File: src/design/rsb_pkg.sv
// Shared types and constants for the retransmit scoreboard.
`default_nettype none
package rsb_pkg;

  localparam int TABLE_DEPTH = 32;
  localparam int IDX_BITS    = (TABLE_DEPTH > 1) ? $clog2(TABLE_DEPTH) : 1;
  localparam int CNT_BITS    = $clog2(TABLE_DEPTH + 1);
  localparam int HANDLE_BITS = 16;

  localparam int CMD_BITS    = 3;
  localparam int SEQ_BITS    = 32;
  localparam int HDL_BITS    = 16;
  localparam int TIME_BITS   = 32;
  localparam int STATUS_BITS = 3;

  // Stored handles keep only the low HANDLE_BITS bits of the port field.
  localparam int HANDLE_KEEP = (HANDLE_BITS < HDL_BITS) ? HANDLE_BITS : HDL_BITS;
  localparam logic [HDL_BITS-1:0] HANDLE_MASK = HDL_BITS'((64'd1 << HANDLE_KEEP) - 64'd1);

  localparam logic [TIME_BITS-1:0] TIMEOUT_RESET = TIME_BITS'(1000);

  localparam logic [CMD_BITS-1:0] CMD_LOAD  = 3'd0;
  localparam logic [CMD_BITS-1:0] CMD_CACK  = 3'd1;
  localparam logic [CMD_BITS-1:0] CMD_SACK  = 3'd2;
  localparam logic [CMD_BITS-1:0] CMD_SCAN  = 3'd3;
  localparam logic [CMD_BITS-1:0] CMD_FLUSH = 3'd4;

  localparam logic [STATUS_BITS-1:0] STS_FREED   = 3'd0;
  localparam logic [STATUS_BITS-1:0] STS_RESEND  = 3'd1;
  localparam logic [STATUS_BITS-1:0] STS_STALE   = 3'd2;
  localparam logic [STATUS_BITS-1:0] STS_PENDING = 3'd3;
  localparam logic [STATUS_BITS-1:0] STS_NOTHING = 3'd4;
  localparam logic [STATUS_BITS-1:0] STS_LOADED  = 3'd5;
  localparam logic [STATUS_BITS-1:0] STS_FULL    = 3'd6;

  typedef struct packed {
    logic [SEQ_BITS-1:0]  seq;
    logic [HDL_BITS-1:0]  hdl;
    logic [TIME_BITS-1:0] sent;
  } entry_t;

endpackage
`default_nettype wire

File: src/design/retransmit_scoreboard_core.sv
// Top level: table of packets in flight with load, ack, timeout scan and flush.
// Walking commands read the entry RAM one entry a cycle in S_SCAN, then pass through S_DONE;
// the last result strobes in the first idle cycle, and a new command is taken only when idle.
// Each hit is held until the next hit or the end of the walk; results never overlap.
// Stale selective acks and undefined codes go straight to S_DONE; result in the first idle cycle.
// Receiver cannot stall. Reset clears valid bits and last cumulative ack, timeout to 1000.
`default_nettype none
module retransmit_scoreboard_core (
  input  wire logic                            clk,
  input  wire logic                            rst_n,
  input  wire logic                            start,
  output logic                                 busy,
  input  wire logic [rsb_pkg::CMD_BITS-1:0]    in_cmd,
  input  wire logic [rsb_pkg::SEQ_BITS-1:0]    in_seq_number,
  input  wire logic [rsb_pkg::HDL_BITS-1:0]    in_buffer_handle,
  input  wire logic [rsb_pkg::TIME_BITS-1:0]   in_time_now,
  output logic                                 out_strobe,
  output logic      [rsb_pkg::STATUS_BITS-1:0] out_status,
  output logic      [rsb_pkg::SEQ_BITS-1:0]    out_seq_out,
  output logic      [rsb_pkg::HDL_BITS-1:0]    out_handle_out,
  output logic      [rsb_pkg::TIME_BITS-1:0]   out_sent_at,
  output logic      [rsb_pkg::TIME_BITS-1:0]   out_round_trip,
  output logic                                 out_is_last,
  output logic                                 out_table_empty,
  input  wire logic                            cfg_valid,
  output logic                                 cfg_ready,
  input  wire logic [rsb_pkg::TIME_BITS-1:0]   cfg_timeout_ticks
);
  import rsb_pkg::*;

  typedef enum logic [1:0] {S_IDLE, S_SCAN, S_DONE} state_t;

  localparam logic [TABLE_DEPTH-1:0] ONE_HOT0 = TABLE_DEPTH'(1);

  state_t                  state_r;
  logic [TABLE_DEPTH-1:0]  valid_r;
  logic [SEQ_BITS-1:0]     last_cum_r;
  logic [TIME_BITS-1:0]    timeout_r;

  logic [CMD_BITS-1:0]     cmd_r;
  logic [SEQ_BITS-1:0]     seq_r;
  logic [HDL_BITS-1:0]     hdl_r;
  logic [TIME_BITS-1:0]    now_r;
  logic                    stale_r;

  logic [CNT_BITS-1:0]     cnt_r;
  logic                    chk_vld_r;
  logic [IDX_BITS-1:0]     chk_idx_r;
  logic                    found_r;
  logic [IDX_BITS-1:0]     found_idx_r;
  logic                    free_found_r;
  logic [IDX_BITS-1:0]     free_idx_r;

  logic                    pend_vld_r;
  logic [STATUS_BITS-1:0]  pend_status_r;
  logic [SEQ_BITS-1:0]     pend_seq_r;
  logic [HDL_BITS-1:0]     pend_hdl_r;
  logic [TIME_BITS-1:0]    pend_sent_r;
  logic [TIME_BITS-1:0]    pend_rtt_r;
  logic                    pend_empty_r;

  logic                    out_strobe_r;
  logic [STATUS_BITS-1:0]  out_status_r;
  logic [SEQ_BITS-1:0]     out_seq_r;
  logic [HDL_BITS-1:0]     out_hdl_r;
  logic [TIME_BITS-1:0]    out_sent_r;
  logic [TIME_BITS-1:0]    out_rtt_r;
  logic                    out_last_r;
  logic                    out_empty_r;

  entry_t                  rd_ent;
  entry_t                  wr_ent;
  logic                    wr_en;
  logic [IDX_BITS-1:0]     wr_addr;
  logic [IDX_BITS-1:0]     rd_addr;

  logic                    accept;
  logic                    ent_valid;
  logic                    seq_eq;
  logic                    seq_le;
  logic [TIME_BITS-1:0]    age;
  logic                    match_hit;
  logic                    rel_hit;
  logic [TABLE_DEPTH-1:0]  valid_after;
  logic [STATUS_BITS-1:0]  rel_status;
  logic [TIME_BITS-1:0]    rel_rtt;
  logic                    walk_end;

  assign accept    = start && (state_r == S_IDLE);
  assign busy      = (state_r != S_IDLE);
  assign cfg_ready = 1'b1;

  assign rd_addr   = cnt_r[IDX_BITS-1:0];
  assign walk_end  = (cnt_r == CNT_BITS'(TABLE_DEPTH));

  // Compare stage: RAM data belongs to chk_idx_r.
  always_comb begin
    ent_valid   = chk_vld_r && valid_r[chk_idx_r];
    seq_eq      = (rd_ent.seq == seq_r);
    seq_le      = (rd_ent.seq <= seq_r);
    age         = now_r - rd_ent.sent;
    match_hit   = 1'b0;
    rel_hit     = 1'b0;
    rel_status  = STS_FREED;
    rel_rtt     = '0;
    case (cmd_r)
      CMD_LOAD: begin
        match_hit = ent_valid && seq_eq && !found_r;
      end
      CMD_CACK: begin
        rel_hit = ent_valid && seq_le;
        rel_rtt = age;
      end
      CMD_SACK: begin
        rel_hit = ent_valid && seq_eq && !found_r;
        rel_rtt = age;
      end
      CMD_SCAN: begin
        rel_hit    = ent_valid && (age > timeout_r);
        rel_status = STS_RESEND;
      end
      CMD_FLUSH: begin
        rel_hit = ent_valid;
      end
      default: begin
        rel_hit = 1'b0;
      end
    endcase
    valid_after = valid_r & ~(ONE_HOT0 << chk_idx_r);
  end

  assign wr_en   = (state_r == S_DONE) && (cmd_r == CMD_LOAD) && (found_r || free_found_r);
  assign wr_addr = found_r ? found_idx_r : free_idx_r;
  assign wr_ent  = '{seq: seq_r, hdl: hdl_r, sent: now_r};

  rsb_ram #(
    .WIDTH($bits(entry_t)),
    .DEPTH(TABLE_DEPTH)
  ) u_entry_ram (
    .clk    (clk),
    .wr_en  (wr_en),
    .wr_addr(wr_addr),
    .wr_data(wr_ent),
    .rd_addr(rd_addr),
    .rd_data(rd_ent)
  );

  always_ff @(posedge clk) begin
    out_strobe_r <= 1'b0;
    chk_vld_r    <= 1'b0;

    if (cfg_valid && cfg_ready) begin
      timeout_r <= cfg_timeout_ticks;
    end

    case (state_r)
      S_IDLE: begin
        if (accept) begin
          cmd_r        <= in_cmd;
          seq_r        <= in_seq_number;
          hdl_r        <= in_buffer_handle & HANDLE_MASK;
          now_r        <= in_time_now;
          cnt_r        <= '0;
          found_r      <= 1'b0;
          free_found_r <= 1'b0;
          pend_vld_r   <= 1'b0;
          stale_r      <= (in_cmd == CMD_SACK) && (in_seq_number <= last_cum_r);
          if (in_cmd == CMD_CACK) begin
            last_cum_r <= in_seq_number;
          end
          if ((in_cmd > CMD_FLUSH) ||
              ((in_cmd == CMD_SACK) && (in_seq_number <= last_cum_r))) begin
            state_r <= S_DONE;
          end else begin
            state_r <= S_SCAN;
          end
        end
      end

      S_SCAN: begin
        // Issue the next read while the previous entry is being checked.
        if (!walk_end) begin
          cnt_r     <= cnt_r + CNT_BITS'(1);
          chk_vld_r <= 1'b1;
          chk_idx_r <= cnt_r[IDX_BITS-1:0];
        end else begin
          state_r <= S_DONE;
        end

        if (match_hit) begin
          found_r     <= 1'b1;
          found_idx_r <= chk_idx_r;
        end
        if (chk_vld_r && !valid_r[chk_idx_r] && !free_found_r) begin
          free_found_r <= 1'b1;
          free_idx_r   <= chk_idx_r;
        end

        if (rel_hit) begin
          valid_r <= valid_after;
          if (cmd_r == CMD_SACK) begin
            found_r <= 1'b1;
          end
          // Push out the held result; it is not the last one.
          if (pend_vld_r) begin
            out_strobe_r <= 1'b1;
            out_status_r <= pend_status_r;
            out_seq_r    <= pend_seq_r;
            out_hdl_r    <= pend_hdl_r;
            out_sent_r   <= pend_sent_r;
            out_rtt_r    <= pend_rtt_r;
            out_last_r   <= 1'b0;
            out_empty_r  <= pend_empty_r;
          end
          pend_vld_r    <= 1'b1;
          pend_status_r <= rel_status;
          pend_seq_r    <= rd_ent.seq;
          pend_hdl_r    <= rd_ent.hdl;
          pend_sent_r   <= rd_ent.sent;
          pend_rtt_r    <= rel_rtt;
          pend_empty_r  <= (valid_after == '0);
        end
      end

      S_DONE: begin
        state_r      <= S_IDLE;
        out_strobe_r <= 1'b1;
        out_last_r   <= 1'b1;
        out_seq_r    <= seq_r;
        out_hdl_r    <= '0;
        out_sent_r   <= '0;
        out_rtt_r    <= '0;
        out_empty_r  <= (valid_r == '0);
        if (pend_vld_r) begin
          out_status_r <= pend_status_r;
          out_seq_r    <= pend_seq_r;
          out_hdl_r    <= pend_hdl_r;
          out_sent_r   <= pend_sent_r;
          out_rtt_r    <= pend_rtt_r;
          out_empty_r  <= pend_empty_r;
        end else if (cmd_r == CMD_LOAD) begin
          out_hdl_r   <= hdl_r;
          out_sent_r  <= now_r;
          out_empty_r <= 1'b0;
          if (found_r || free_found_r) begin
            out_status_r <= STS_LOADED;
            valid_r      <= valid_r | (ONE_HOT0 << wr_addr);
          end else begin
            out_status_r <= STS_FULL;
          end
        end else if (stale_r) begin
          out_status_r <= STS_STALE;
        end else if (cmd_r == CMD_SACK) begin
          out_status_r <= STS_PENDING;
        end else begin
          out_status_r <= STS_NOTHING;
        end
      end

      default: begin
        state_r <= S_IDLE;
      end
    endcase

    if (!rst_n) begin
      state_r      <= S_IDLE;
      valid_r      <= '0;
      last_cum_r   <= '0;
      timeout_r    <= TIMEOUT_RESET;
      out_strobe_r <= 1'b0;
      chk_vld_r    <= 1'b0;
      pend_vld_r   <= 1'b0;
      cnt_r        <= '0;
    end
  end

  assign out_strobe      = out_strobe_r;
  assign out_status      = out_status_r;
  assign out_seq_out     = out_seq_r;
  assign out_handle_out  = out_hdl_r;
  assign out_sent_at     = out_sent_r;
  assign out_round_trip  = out_rtt_r;
  assign out_is_last     = out_last_r;
  assign out_table_empty = out_empty_r;

`ifndef ASSERT_OFF
  a_accept_busy: assert property (@(posedge clk) disable iff (!rst_n)
    accept |=> busy)
    else $error("accepted command did not raise busy");

  a_last_idle: assert property (@(posedge clk) disable iff (!rst_n)
    (out_strobe && out_is_last) |-> !busy)
    else $error("final result strobed while still busy");

  a_more_busy: assert property (@(posedge clk) disable iff (!rst_n)
    (out_strobe && !out_is_last) |-> busy)
    else $error("non-final result with block idle");

  a_write_valid: assert property (@(posedge clk) disable iff (!rst_n)
    wr_en |=> valid_r[$past(wr_addr)])
    else $error("written entry not marked valid");

  a_loaded_nonempty: assert property (@(posedge clk) disable iff (!rst_n)
    (out_strobe && (out_status == STS_LOADED)) |-> !out_table_empty)
    else $error("table reported empty after a load");
`endif

endmodule
`default_nettype wire

File: src/design/rsb_ram.sv
// Generic single-write, single-read RAM with registered read data.
`default_nettype none
module rsb_ram #(
  parameter int WIDTH = 8,
  parameter int DEPTH = 32,
  localparam int ADDR_BITS = (DEPTH > 1) ? $clog2(DEPTH) : 1
) (
  input  wire logic                 clk,
  input  wire logic                 wr_en,
  input  wire logic [ADDR_BITS-1:0] wr_addr,
  input  wire logic [WIDTH-1:0]     wr_data,
  input  wire logic [ADDR_BITS-1:0] rd_addr,
  output logic      [WIDTH-1:0]     rd_data
);

  logic [WIDTH-1:0] mem [DEPTH];

  always_ff @(posedge clk) begin
    if (wr_en) begin
      mem[wr_addr] <= wr_data;
    end
    rd_data <= mem[rd_addr];
  end

endmodule
`default_nettype wire

File: config.mk
export PLATFORM = sky130hd
export DESIGN_NAME = retransmit_scoreboard_core
export DESIGN_NICKNAME = d
export VERILOG_FILES = /design/src/design/rsb_pkg.sv /design/src/design/retransmit_scoreboard_core.sv /design/src/design/rsb_ram.sv
export SDC_FILE = /design/constraint.sdc
export NUM_CORES = 2
export LEC_CHECK = 0
export BUFFER_PORTS_ARGS = -buffer_cell sky130_fd_sc_hd__buf_2
export CORE_MARGIN = 8
export CORE_UTILIZATION = 55
export DETAILED_ROUTE_END_ITERATION = 7
export MAX_ROUTING_LAYER = met4
export PLACE_DENSITY = 0.79
export SLEW_MARGIN = 20
export SYNTH_ARGS = -nofsm -noshare
export SYNTH_HDL_FRONTEND = slang
export SYNTH_SLANG_ARGS = --single-unit
File: constraint.sdc
create_clock -name clk -period 15.7 [get_ports clk]
set_input_delay 3.14 -clock clk [delete_from_list [all_inputs] [get_ports clk]]
set_output_delay 3.14 -clock clk [all_outputs]
set_load 0.05 [all_outputs]
==> out/results.ini <==
[setup_path]
reg2regPathDepth = 22
timing.rr.start = now_r[0]
crit_arrival_ns = 8.65
worstPathMaxFanout = 43
r2r_slack_ns = 7.57
cp-end-kind = flop
crit_required_ns = 16.22
r2r-end = out_handle_out[10]
start_kind = flop
critical_path_class = flop to flop

[worst_hold_path]
whs_path_depth = 0
min_to = pend_seq_r[6]
hold_class = flop to flop
min_from = u_entry_ram.rd_data[54]

[timing]
final.setup_skew_ns = 0.0680
final.min_clock_period_ns = 8.13
tns_ns = 0
setup_viol = 0
drv_slew = 0
min_period_over_period_pct = 51.8
worstMarginPinSlew_ns = 1.21
clock.fmax_mhz = 123
maxSlewHeadroom_pct = 19.0
rsz0062_at_grt = no
hold_violations = 0

[floorplanning]
rows = 171
core_um2 = 217000
fp.dieH_um = 482
die-area_um2 = 233000
ioPinCount = 239
die_w_um = 482
initial_core_util_pct = 55.2

[final_layout]
nets = 6362
mostFrequentLayoutCells = edfxtp_1, mux4_2, clkbuf_16
area_delta_synth_final_pct = 12.4
reg_top3 = u_entry_ram.mem (2560), u_entry_ram.rd_data (80)
final_layout_size_suffix_gt1_share_pct = 28.0
design_area_um2 = 134000
final_common_cell = edfxtp_1
n_fill_cell = 13599
largest_register = u_entry_ram.mem
largest_reg_flops = 2560

[global_routing]
grt_pass1_vias = 63770
antenna_found_initial = 23
overflow = 0
grt_pass1_wl_um = 473000
grt_max_degree = 111
grtUsageTotal_pct = 29.5

[placed_design]
port_buffers = 237
hpwl_um = 164000
gp_congestion = 0.898
dpl-instance-area_um2 = 125000

[clocking]
postCtsHoldBufs = 0
cts.sinks = 3079
tritoncts = yes
clk_pin_slew_ns = 0.07
root_buffer = clkbuf_16
cts_buffers = 308
max-clock-path-buffers = 4
clkLatencyLatePin_ns = 0.96
cts_setup_buffers = 0
cts_resized = 0
h-tree-depth = 5

[routing]
first_pass_iters = 8
vias = 63493
drc = 0
wl_per_cell_um = 36.7
drt-initial-drc-count = 10184
ant_nets = 0
wl_um = 338000
routed_via_density = 6.89

[yosys]
synthesis.area_um2 = 120000
yosysSeqAreaShare_pct = 75.7
ys_async_sr_fraction_pct = 0
synth_cell_type_count = 88
yosysWarnings = 0
synth_fp_nets = 5942
ys_ff_latch = 3079
syn_area_per_cell_um2 = 21.0
synth_top_flop_cell = edfxtp_1
synth_edf_count = 2892
syn_inst = 5690

[job]
max-cap-violations = 0

[outcome]
status = finished clean

[power_and_ir_drop]
p_leak_uw = 0.0424
ir_drop_mv = 0.0948
power_per_cell_area_nw_per_um2 = 130

metal layers:
metal,GRT usage [%],vias up,share of wire (%)
li1,-,24163,-
met1,37.3,32570,34
met2,46.2,5694,48
met3,7.43,1066,13
met4,12.6,0,5.1
met5,-,-,0
cell type report:
type,count,area [µm²],area share (%)
multi-input cells,2156,27500,20.5
inverters,188,711,0.528
flip-flops and latches,3079,90600,67.4
repair buffers,377,2340,1.74
diodes,21,52.6,0.0391
clock buffers,403,8440,6.28
clock inverters,131,1240,0.922
well taps,2854,3570,2.66
critical path, cell delays in order (launching register included):
cell	delay [ns]
edfxtp_1	0.98
inv_1	0.17
ha_1	0.29
inv_1	0.08
fa_1	0.21
a21oi_1	0.09
o22ai_1	0.26
o22ai_1	0.21
a32oi_1	0.38
a21oi_1	0.22
o31a_1	0.37
o21ai_0	0.32
xor2_1	0.18
ha_1	0.27
nand4_1	0.13
nor3_1	0.09
and3_2	0.21
a41oi_1	0.33
o21ai_0	0.22
nor4b_4	0.74
and3_4	0.71
a22o_4	0.39
buf_4	0.77
logic make-up (layout without fill, tap and decap cells):
group	after synthesis	after routing	share of synthesized area [%]
mux	923	923	16.2
buf+inv	455	1099	1.56
other cells	1	22	0.00313
fa+ha+maj	133	133	1.40
simple gates	668	668	2.68
compound gates	400	400	2.24
flops	3079	3079	75.7
xor+xnor	31	31	0.227
stage by stage:
stage	std cells	setup WS, ns	util [%]	hold WS, ns	power (µW)
after CTS	9183	7.71	62.0	0.411	17500
after floorplan	5690	6.28	-	0.386	10100
after global routing	9207	7.25	62.0	0.418	17900
after detailed placement	8649	7.75	57.5	0.389	10400
final	9209	7.57	62.0	0.408	17500
after global placement	8649	7.87	57.5	0.386	10400
how the worst max path moves through the flow:
| stage | from | depth (start not counted) | slack (ns) | to |
|---|---|---|---|---|
| floorplan | now_r[0] | 21 | 6.28 | out_handle_out[0] |
| global placement | now_r[0] | 22 | 7.87 | out_sent_at[30] |
| detailed placement | now_r[0] | 22 | 7.75 | out_sent_at[30] |
| CTS | now_r[0] | 22 | 7.71 | out_handle_out[10] |
| global route | now_r[0] | 21 | 7.25 | out_handle_out[10] |
| finish | now_r[0] | 22 | 7.57 | out_handle_out[10] |
power by group:
part / internal, µW / switching (µW) / total, µW
registers: 9180 / 171 / 9350
clock network: 4150 / 3100 / 7250
logic: 294 / 630 / 924
synthesized netlist by cell type (all sizes together), types with 5 or more instances:
cell type | instances | area (µm²)
o21bai | 5 | 37.5
nand2 | 274 | 1030
ha | 132 | 1650
nor2 | 110 | 415
a211oi | 12 | 105
clkbuf | 196 | 751
nand2b | 13 | 81.3
inv | 188 | 706
o31ai | 40 | 300
and2 | 65 | 407
mux4 | 804 | 18100
nand3 | 70 | 355
a31oi | 16 | 166
mux2 | 82 | 923
xnor2 | 17 | 149
a21boi | 33 | 248
or3 | 7 | 43.8
o21ai | 92 | 472
nand4 | 27 | 175
o211ai | 12 | 90.1
a21oi | 92 | 460
dfxtp | 187 | 3740
edfxtp | 2892 | 86800
nor4 | 13 | 103
and3 | 11 | 71.3
a21o | 25 | 188
o32ai | 5 | 43.8
nor3 | 15 | 75.1
nor2b | 44 | 275
buf | 69 | 347
xor2 | 14 | 123
mux2i | 37 | 370
and2b | 5 | 41.3
o21a | 31 | 233
(Power assumes the default switching activity.)
